File: config.mk
export PLATFORM = sky130hd
export DESIGN_NAME = sleep_timer_table_unit
export DESIGN_NICKNAME = d
export VERILOG_FILES = /design/src/hdl/sst_pkg.sv /design/src/hdl/sleep_timer_table_unit.sv
export SDC_FILE = /design/constraint.sdc
export NUM_CORES = 1
export LEC_CHECK = 0
export ABC_CLOCK_PERIOD_IN_PS = 5900
export BUFFER_PORTS_ARGS = -buffer_cell sky130_fd_sc_hd__clkbuf_2
export CORE_AREA = 10 10 228 230
export DETAILED_ROUTE_END_ITERATION = 6
export DIE_AREA = 0 0 238 240
export MAX_ROUTING_LAYER = met4
export PLACE_DENSITY = 0.8
export SETUP_SLACK_MARGIN = 0.02
export SYNTH_ARGS = -nofsm -noshare
export SYNTH_HDL_FRONTEND = slang
export SYNTH_SLANG_ARGS = --single-unit
File: constraint.sdc
create_clock -name clk -period 5.9 [get_ports clk]
set_input_delay 0.59 -clock clk [delete_from_list [all_inputs] [get_ports clk]]
set_output_delay 0.59 -clock clk [all_outputs]
set_load 0.03 [all_outputs]
File: src/hdl/sst_pkg.sv
// Types and constants of the sleep timer table.
`default_nettype none

package sst_pkg;

  localparam int unsigned SLOT_W    = 4;
  localparam int unsigned SEC_W     = 12;
  localparam int unsigned NOW_W     = 32;
  localparam int unsigned DL_W      = 33;  // now + 2047 s never wraps
  localparam int unsigned USEC_W    = 20;
  localparam int unsigned PROD_W    = 31;  // 11-bit seconds x 20-bit usec/s
  localparam int unsigned MAX_RESULTS = 16;
  localparam int unsigned CNT_W     = $clog2(MAX_RESULTS + 1);

  localparam logic [USEC_W-1:0] USEC_PER_SEC = USEC_W'(1000000);

  // input kinds
  localparam logic KIND_SLEEP = 1'b0;
  localparam logic KIND_TICK  = 1'b1;

  // result kinds
  localparam logic RKIND_STATUS = 1'b0;
  localparam logic RKIND_WAKE   = 1'b1;

  // status codes
  localparam logic STATUS_OK      = 1'b0;
  localparam logic STATUS_INVALID = 1'b1;

  typedef struct packed {
    logic                    kind;
    logic [SLOT_W-1:0]       slot;
    logic signed [SEC_W-1:0] seconds;
    logic [NOW_W-1:0]        now;
  } sst_in_t;

  typedef struct packed {
    logic              result_kind;
    logic              status;
    logic [SLOT_W-1:0] woken_slot;
    logic              last;
  } sst_out_t;

endpackage

`default_nettype wire

File: src/hdl/sleep_timer_table_unit.sv
// Sleep timer table: per-slot deadline memory with a sequential expiry scan.
`default_nettype none

// Sleep timer table. A transaction is taken at a rising edge with start high
// and busy low. A sleep request (kind 0) gets exactly one status result with
// last set: a negative duration answers invalid, a zero duration or a slot at
// or above SLOTS answers ok and stores nothing, both in the cycle after the
// transaction with busy never raised. A positive duration arms the slot with
// deadline = now + seconds * 1000000; busy stays high through the multiply
// state and the memory write state; the ok result comes the cycle after
// the write. A clock tick (kind 1) walks the deadline memory one entry per
// cycle through its single read port: busy covers a scan state (SLOTS reads,
// a compare behind the last read) and a flush state. Each expired armed
// slot is disarmed and reported as a wake result, in ascending slot order, at
// most 16 per tick; expired slots past that stay armed for a later tick. A
// tick with nothing expired gives no result. Results appear on out_data for
// one cycle with out_valid high; the receiver cannot stall, and the last wake
// result of a tick may appear in the first idle cycle after busy falls.
// Deadline memory has no reset; armed flags reset to zero.
module sleep_timer_table_unit #(
  parameter int unsigned SLOTS = 16
) (
  input  wire logic             clk,
  input  wire logic             rst_n,
  input  wire logic             start,
  output      logic             busy,
  input  wire sst_pkg::sst_in_t in_data,
  output      logic             out_valid,
  output      sst_pkg::sst_out_t out_data
);

  import sst_pkg::*;

  localparam int unsigned IDX_W  = (SLOTS > 1) ? $clog2(SLOTS) : 1;
  localparam int unsigned EXT_W  = (IDX_W > SLOT_W) ? IDX_W : SLOT_W;
  localparam logic [IDX_W-1:0] LAST_IDX = IDX_W'(SLOTS - 1);

  typedef enum logic [2:0] {
    ST_IDLE,
    ST_MUL,
    ST_WRITE,
    ST_SCAN,
    ST_FLUSH
  } state_t;

  state_t state_r;

  // request registers
  logic [SLOT_W-1:0]  req_slot_r;
  logic [SEC_W-2:0]   req_sec_r;   // magnitude of a positive duration
  logic [NOW_W-1:0]   req_now_r;
  logic [PROD_W-1:0]  prod_r;

  // armed flags, one flop per slot
  logic [SLOTS-1:0]   armed_r;

  // deadline memory, one read and one write port, registered read
  logic [DL_W-1:0]    dl_mem [SLOTS];
  logic [DL_W-1:0]    rd_data_r;
  logic               wr_en;
  logic [IDX_W-1:0]   wr_addr;
  logic [DL_W-1:0]    wr_data;
  logic [EXT_W-1:0]   slot_ext;

  // scan pipeline: read stage then compare stage
  logic               iss_r;
  logic [IDX_W-1:0]   rd_idx_r;
  logic               cmp_v_r;
  logic [IDX_W-1:0]   cmp_idx_r;
  logic [CNT_W-1:0]   n_r;
  logic               hold_v_r;
  logic [SLOT_W-1:0]  hold_slot_r;

  logic               hit;
  logic [EXT_W-1:0]   cmp_idx_ext;
  logic [SLOT_W-1:0]  cmp_slot;

  logic               out_valid_r;
  sst_out_t           out_data_r;

  // ---------------------------------------------------------------------
  // Datapath helpers
  // ---------------------------------------------------------------------
  assign slot_ext    = EXT_W'(req_slot_r);
  assign wr_addr     = slot_ext[IDX_W-1:0];
  assign wr_en       = (state_r == ST_WRITE);
  assign wr_data     = DL_W'(req_now_r) + DL_W'(prod_r);

  assign cmp_idx_ext = EXT_W'(cmp_idx_r);
  assign cmp_slot    = cmp_idx_ext[SLOT_W-1:0];

  // Expired and armed, and the per-tick result budget not yet spent.
  assign hit = cmp_v_r && armed_r[cmp_idx_r]
               && (rd_data_r <= DL_W'(req_now_r))
               && (n_r < CNT_W'(MAX_RESULTS));

  // ---------------------------------------------------------------------
  // Deadline memory
  // ---------------------------------------------------------------------
  always_ff @(posedge clk) begin
    if (wr_en) begin
      dl_mem[wr_addr] <= wr_data;
    end
  end

  always_ff @(posedge clk) begin
    if (iss_r) begin
      rd_data_r <= dl_mem[rd_idx_r];
    end
  end

  // ---------------------------------------------------------------------
  // Control, armed flags and registered results
  // ---------------------------------------------------------------------
  always_ff @(posedge clk) begin
    if (!rst_n) begin
      state_r     <= ST_IDLE;
      armed_r     <= '0;
      iss_r       <= 1'b0;
      cmp_v_r     <= 1'b0;
      hold_v_r    <= 1'b0;
      n_r         <= '0;
      out_valid_r <= 1'b0;
    end else begin
      case (state_r)
        ST_IDLE: begin
          if (start) begin
            req_slot_r <= in_data.slot;
            req_sec_r  <= in_data.seconds[SEC_W-2:0];
            req_now_r  <= in_data.now;
            if (in_data.kind == KIND_TICK) begin
              out_valid_r <= 1'b0;
              rd_idx_r    <= '0;
              iss_r       <= 1'b1;
              cmp_v_r     <= 1'b0;
              hold_v_r    <= 1'b0;
              n_r         <= '0;
              state_r     <= ST_SCAN;
            end else if (in_data.seconds < 0) begin
              out_valid_r            <= 1'b1;
              out_data_r.result_kind <= RKIND_STATUS;
              out_data_r.status      <= STATUS_INVALID;
              out_data_r.woken_slot  <= '0;
              out_data_r.last        <= 1'b1;
            end else if ((in_data.seconds == 0) || (int'(in_data.slot) >= SLOTS)) begin
              // nothing to store
              out_valid_r            <= 1'b1;
              out_data_r.result_kind <= RKIND_STATUS;
              out_data_r.status      <= STATUS_OK;
              out_data_r.woken_slot  <= '0;
              out_data_r.last        <= 1'b1;
            end else begin
              out_valid_r <= 1'b0;
              state_r     <= ST_MUL;
            end
          end else begin
            out_valid_r <= 1'b0;
          end
        end

        ST_MUL: begin
          out_valid_r <= 1'b0;
          prod_r      <= PROD_W'(req_sec_r) * PROD_W'(USEC_PER_SEC);
          state_r     <= ST_WRITE;
        end

        ST_WRITE: begin
          // memory takes wr_data this edge
          armed_r[wr_addr]       <= 1'b1;
          out_valid_r            <= 1'b1;
          out_data_r.result_kind <= RKIND_STATUS;
          out_data_r.status      <= STATUS_OK;
          out_data_r.woken_slot  <= '0;
          out_data_r.last        <= 1'b1;
          state_r                <= ST_IDLE;
        end

        ST_SCAN: begin
          // read stage
          cmp_v_r   <= iss_r;
          cmp_idx_r <= rd_idx_r;
          if (iss_r) begin
            if (rd_idx_r == LAST_IDX) begin
              iss_r <= 1'b0;
            end else begin
              rd_idx_r <= rd_idx_r + 1'b1;
            end
          end
          // compare stage: a hit pushes the held wake out (not last)
          out_valid_r <= hit && hold_v_r;
          if (hit) begin
            armed_r[cmp_idx_r] <= 1'b0;
            n_r                <= n_r + 1'b1;
            hold_v_r           <= 1'b1;
            hold_slot_r        <= cmp_slot;
            if (hold_v_r) begin
              out_data_r.result_kind <= RKIND_WAKE;
              out_data_r.status      <= STATUS_OK;
              out_data_r.woken_slot  <= hold_slot_r;
              out_data_r.last        <= 1'b0;
            end
          end
          if (cmp_v_r && (cmp_idx_r == LAST_IDX)) begin
            state_r <= ST_FLUSH;
          end
        end

        ST_FLUSH: begin
          // the held wake is the final one of this tick
          out_valid_r <= hold_v_r;
          if (hold_v_r) begin
            out_data_r.result_kind <= RKIND_WAKE;
            out_data_r.status      <= STATUS_OK;
            out_data_r.woken_slot  <= hold_slot_r;
            out_data_r.last        <= 1'b1;
          end
          hold_v_r <= 1'b0;
          cmp_v_r  <= 1'b0;
          state_r  <= ST_IDLE;
        end

        default: begin
          out_valid_r <= 1'b0;
          state_r     <= ST_IDLE;
        end
      endcase
    end
  end

  assign busy      = (state_r != ST_IDLE);
  assign out_valid = out_valid_r;
  assign out_data  = out_data_r;

endmodule

`default_nettype wire

======== Word-level counts from Yosys, hierarchy flattened ========
Memory sizes are Yosys's and may differ from the RTL's. A register that Yosys moved wholly into a read port is not among the register bits.
Index checks and enable logic that the tools add are counted.
storage, ports and cells
  bits in registers ....................... 119
  memory bits (writable) .................. 528
  input bits .............................. 52
  memories ................................ 1
operators by class
  add/sub/neg operators ................... 3
  $mul .................................... 1
  magnitude comparators ................... 7
  equal/unequal tests ..................... 18
  mux-type cells .......................... 48
  bitwise operators ....................... 3
  reduce and logical (&&, ||, !) cells .... 26
memories
  name    depth  bits a word  rd ports  clocked after Yosys merged registers in  wr ports  line                          text
  dl_mem  16     33           1         1                                        1         sleep_timer_table_unit.sv:58  logic [DL_W-1:0] dl_mem [SLOTS];
operator list
  kind                                                 count
  two-way mux 7 bit                                    7
  adder 32 x 31 -> 33 bit                              1
  less-or-equal comparator 33 x 32 -> 1 bit            1
  zero test 32 bit                                     1
  one-hot mux 16 bit (2 select lines)                  1
  one-hot mux 7 bit (4 select lines)                   1
  multiplier 11 x 14 -> 25 bit, second input constant  1
  inequality test 2 bit, second input constant         9
  bitwise AND 16 bit                                   1
  two-way mux 1 bit                                    16
  two-way mux 16 bit                                   1
  two-way mux 4 bit                                    4
  inverter 16 bit                                      1
  OR 16 bit                                            1
  two-way mux 3 bit                                    5
  two-way mux 5 bit                                    3
  < comparator 12 x 1 -> 1 bit, second input constant  1
  AND reduction 3 bit                                  4
  AND reduction 4 bit                                  3
  < comparator 4 x 5 -> 1 bit, second input constant   2
  one-hot mux 5 bit (2 select lines)                   1
  inequality test 3 bit, second input constant         3
  one-hot mux 3 bit (3 select lines)                   1
  demux 1 bit (select 4 bit)                           2
  21 further kinds                                     35

======== Longest topological paths before layout ========
  depth after elaboration ................. 8
  mapped depth ............................ 17
  depth with buffers taken out ............ 17

======== Worst setup path after synthesis ========
No wires, ideal clock.
  path type ............................... register -> register
  from .................................... register req_sec_r[2]
  to ...................................... register prod_r[28], data pin
  data arrival time ....................... 4.361 ns
  required time ........................... 5.635 ns
  path slack .............................. 1.274 ns
  cell stages (with the launch flop) ...... 17
  period minus slack after synthesis ...... 4.626 ns
  cell sequence ........................... edfxtp_1 fa_1 ha_1 fa_1 fa_1 inv_1 fa_1 inv_1 ha_1 a21o_1 a21o_1 a21o_1 a32oi_1 a21oi_1 a21o_1 a211oi_1 nor2_1
between the ends
  longest elaborated chain between the ends .. 1
RTL lines
  element                       line                           text
  start, declared               sleep_timer_table_unit.sv:50   logic [SEC_W-2:0] req_sec_r;
  start signal, assigned        sleep_timer_table_unit.sv:129  req_sec_r <= in_data.seconds[SEC_W-2:0];
  multiplier 11 x 14 -> 25 bit  sleep_timer_table_unit.sv:163  prod_r <= PROD_W'(req_sec_r) * PROD_W'(USEC_PER_SEC);
  end signal, assigned          sleep_timer_table_unit.sv:163
  end, declared                 sleep_timer_table_unit.sv:52   logic [PROD_W-1:0] prod_r;
Every way passes these cells.
A chain may end at the register's enable or synchronous reset.

======== Final worst setup path ========
Same ends and word-level chain as after synthesis.

==> results.md <==
* Worst-Margin Slew at about 1.4 ns
* Post-layout nets at just under 2000
* Syn_nets at approximately 1800
* PnR Total Power at between 10 and 15 mW
* Final setup vio count at 0
* Hold crit path type: primary input to flip-flop
* Antenna violations before repair at 0
* Status: finished, final reports clean
* DP Area at 30810 µm²
* Synth Flop Type: edfxtp_1
* Post-synth cell types at 66
* First-pass GRT wire length at 102.7 mm
* Hold Vio Cnt, Final at 0
* Placeable Area at approximately 47000 µm²
* TritonCTS Sinks at 680
* Gr usage total at 25.05%
* Worst-skew pair later-pin latency at about 0.61 ns
* Setup crit end kind: flip-flop
* Clk root buf: clkbuf_16
* Die H at roughly 240 µm
* CTS Hold Bufs at 0
* Hpwl dp at 37.22 mm
* Die Wd at around 240 µm
* CP required at roughly 6.2 ns
* Sequential element share of the synthesized area at between 60% and 70%
* Max cap viols at 0
* GRT busiest layer: met2
* Post-Synthesis Cells at approximately 1600
* Reg2reg end: prod_r[28]$_DFFE_PP_
* Slew Limit Headroom at 8.914%
* Port buffer count at 60
* Commonest non-fill, non-tap cell in the layout: edfxtp_1
* VDD IR max at about 0.00022 V
* R2R depth at 16
* Met3 usage at 4.362%
* Via Count at about 16000
* Post-DR vias/cell at 6.562
* Yosys reg bits at 680
* Final WL at between 60 and 70 mm
* FP Rows at 80
* Grt met1 use at approximately a third
* Final routed DRC violation total at 0
* Bufs on Longest Clock Path at 3
* Worst-path clk slew at 0.06 ns
* Async S/R FF share, synth at 0%
* GRT overflow at 0
* FMAX at slightly below 200 MHz
* RSZ-0062 raised after global routing: no
* # fillers at between 2000 and 3000
* Pre-antenna DRT Iters at 5
* CP startpoint: req_sec_r[2]$_DFFE_PP_
* Power Dens Cells at roughly 360 nW/µm²
* Syn Std Cell Area at just under 30000 µm²
* Synth warn at 0
* Iter 0 DRT Violations at 1841
* Avg Cell Area, Syn at 18.34 µm²
* Post-route ant nets at 0
* Critical Path End: prod_r[28]$_DFFE_PP_
* Most frequent cells in the layout: edfxtp_1, mux4_2, ha_1
* Final setup TNS at 0 ns
* Routed WL per cell at roughly 28 µm
* Final instance area at around 33000 µm²
* Layout Skew at 0.02543 ns
* Critical path class: flip-flop to flip-flop
* Vias in the first global route at roughly 16000
* Full die area at around 57000 µm²
* CP arrival at 5.39 ns
* Largest net degree at the start of global routing at around 140
* FF/Latch Area at 20140 µm²
* CTS HTree Levels at 3
* Area Growth Syn to Fin at 11.33%
* Final period util at 85.67%
* Crit Path Max Fanout at 6
* RR Startpoint: req_sec_r[2]$_DFFE_PP_
* M2 GR Usage at around 40%
* Initial Util at between 60% and 70%
* TritonCTS clock tree: done
* Min cycle time layout at around 5 ns
* Final GP Congestion at 0.8848
* Worst reg-to-reg setup slack at ~0.85 ns
* IO Count at 61
* Pleak at 11.48 nW
* Post-CTS Repair Setup Buffers at 0
* Number of synthesized flops with an enable pin at 652
* CP Launch Type: flip-flop
* PostCTS Resize Cnt at 0
* Multi-input gate area at 8924 µm²
* Total CTS buffers at 70
* Ratio of cells with drive above 1 in the final layout at between 20% and 30%
* # diodes at 0
* Final slew viol count at 0
[final cells by class]
class	count	area share, %
clock buffer	85	5.490
clock inverter	34	0.9612
inverter	113	1.288
multi-input combinational	770	27.10
sequential	680	61.16
tap	615	2.337
timing repair buffer	90	1.672
[cells in the mapped netlist, types with 5 or more instances]
| cell | count | area share, % |
|---|---|---|
| nor3_1 | 20 | 0.34 |
| clkbuf_1 | 27 | 0.34 |
| edfxtp_1 | 652 | 66 |
| o21a_1 | 13 | 0.33 |
| nor2_1 | 65 | 0.82 |
| xor2_1 | 9 | 0.27 |
| a211oi_1 | 8 | 0.20 |
| mux4_2 | 166 | 13 |
| nand2_1 | 29 | 0.37 |
| dfxtp_1 | 28 | 1.9 |
| xnor2_1 | 29 | 0.86 |
| nand2b_1 | 14 | 0.30 |
| nand4_1 | 9 | 0.19 |
| nand3_1 | 17 | 0.29 |
| nor2b_1 | 11 | 0.23 |
| and3_1 | 10 | 0.21 |
| inv_1 | 113 | 1.4 |
| buf_2 | 8 | 0.14 |
| a31oi_1 | 11 | 0.23 |
| mux2i_1 | 5 | 0.17 |
| nor4_1 | 10 | 0.21 |
| buf_1 | 13 | 0.16 |
| ha_1 | 136 | 5.8 |
| a21o_1 | 19 | 0.48 |
| a21oi_1 | 46 | 0.78 |
| o21ai_1 | 5 | 0.085 |
| o21ai_0 | 30 | 0.51 |
| fa_1 | 31 | 2.1 |
| o22ai_1 | 7 | 0.15 |
[kinds of logic after synthesis]
kind of cell,after synthesis,share of synthesized area [%]
AND/OR/NAND/NOR,210,3.675
flip-flops,680,68.08
XOR/XNOR,38,1.125
buffers and inverters,163,2.153
AO/OA/AOI/OAI,180,4.005
multiplexers,175,13.11
adder cells (fa/ha/maj),167,7.850
[metrics by stage]
step                worst slack [ns]  hold slack, ns  util, %  std cells
floorplan                      1.274          0.4206        -       1613
global placement              0.9979          0.4462    65.07       2268
CTS                           0.8829          0.1277    69.56       2387
finish                        0.8453          0.1538    69.56       2387
detailed placement            0.8986          0.4504    65.07       2268
global route                  0.6707          0.1365    69.56       2387
[worst min path at each step]
stage | from | to | slack (ns) | depth (start not counted)
after floorplan | cmp_idx_ext[2]$_DFFE_PP_ | hold_slot_r[2]$_DFFE_PP_ | 0.42 | 0
after global placement | armed_r[6]$_SDFFE_PN0P_ | armed_r[6]$_SDFFE_PN0P_ | 0.45 | 2
after detailed placement | armed_r[6]$_SDFFE_PN0P_ | armed_r[6]$_SDFFE_PN0P_ | 0.45 | 2
after CTS | in_data[0] | req_now_r[0]$_DFFE_PP_ | 0.13 | 1
after global routing | in_data[0] | req_now_r[0]$_DFFE_PP_ | 0.14 | 1
final | in_data[0] | req_now_r[0]$_DFFE_PP_ | 0.15 | 1
[routing by layer]
layer | vias up | part of all wire (%)
met5 | - | 0
met4 | 0 | 3.2
met3 | 151 | 8.5
met2 | 800 | 50
met1 | 8042 | 39
li1 | 6671 | -
[power by group]
part	internal [mW]	switching, mW
registers	5.81	0.0785
clock network	2.40	1.79
logic	0.710	1.20
total	8.92	3.07
[worst max-delay path: stages, from the launching register on]
cell,delay [ns]
edfxtp_1,0.53
fa_1,0.57
ha_1,0.33
fa_1,0.39
fa_1,0.52
inv_1,0.06
fa_1,0.53
inv_1,0.04
ha_1,0.35
a21o_1,0.18
a21o_1,0.17
a21o_1,0.18
a32oi_1,0.25
a21oi_1,0.15
a21o_1,0.21
a211oi_1,0.27
nor2_1,0.07
[sequential cells by signal, summed over array words and instances (netlist names)]
| name | count |
|---|---|
| req_now_r | 32 |
| hold_v_r | 1 |
| hold_slot_r | 4 |
| n_r | 5 |
| req_sec_r | 11 |
| req_slot_r | 4 |
| state_r | 3 |
| dl_mem | 528 |
| prod_r | 25 |
| iss_r | 1 |
| rd_idx_r | 4 |
| out_data | 7 |
| cmp_v_r | 1 |
| armed_r | 16 |
| rd_data_r | 33 |
| cmp_idx_ext | 4 |
| out_valid | 1 |
No activity file was read; power rests on OpenSTA's default activity.
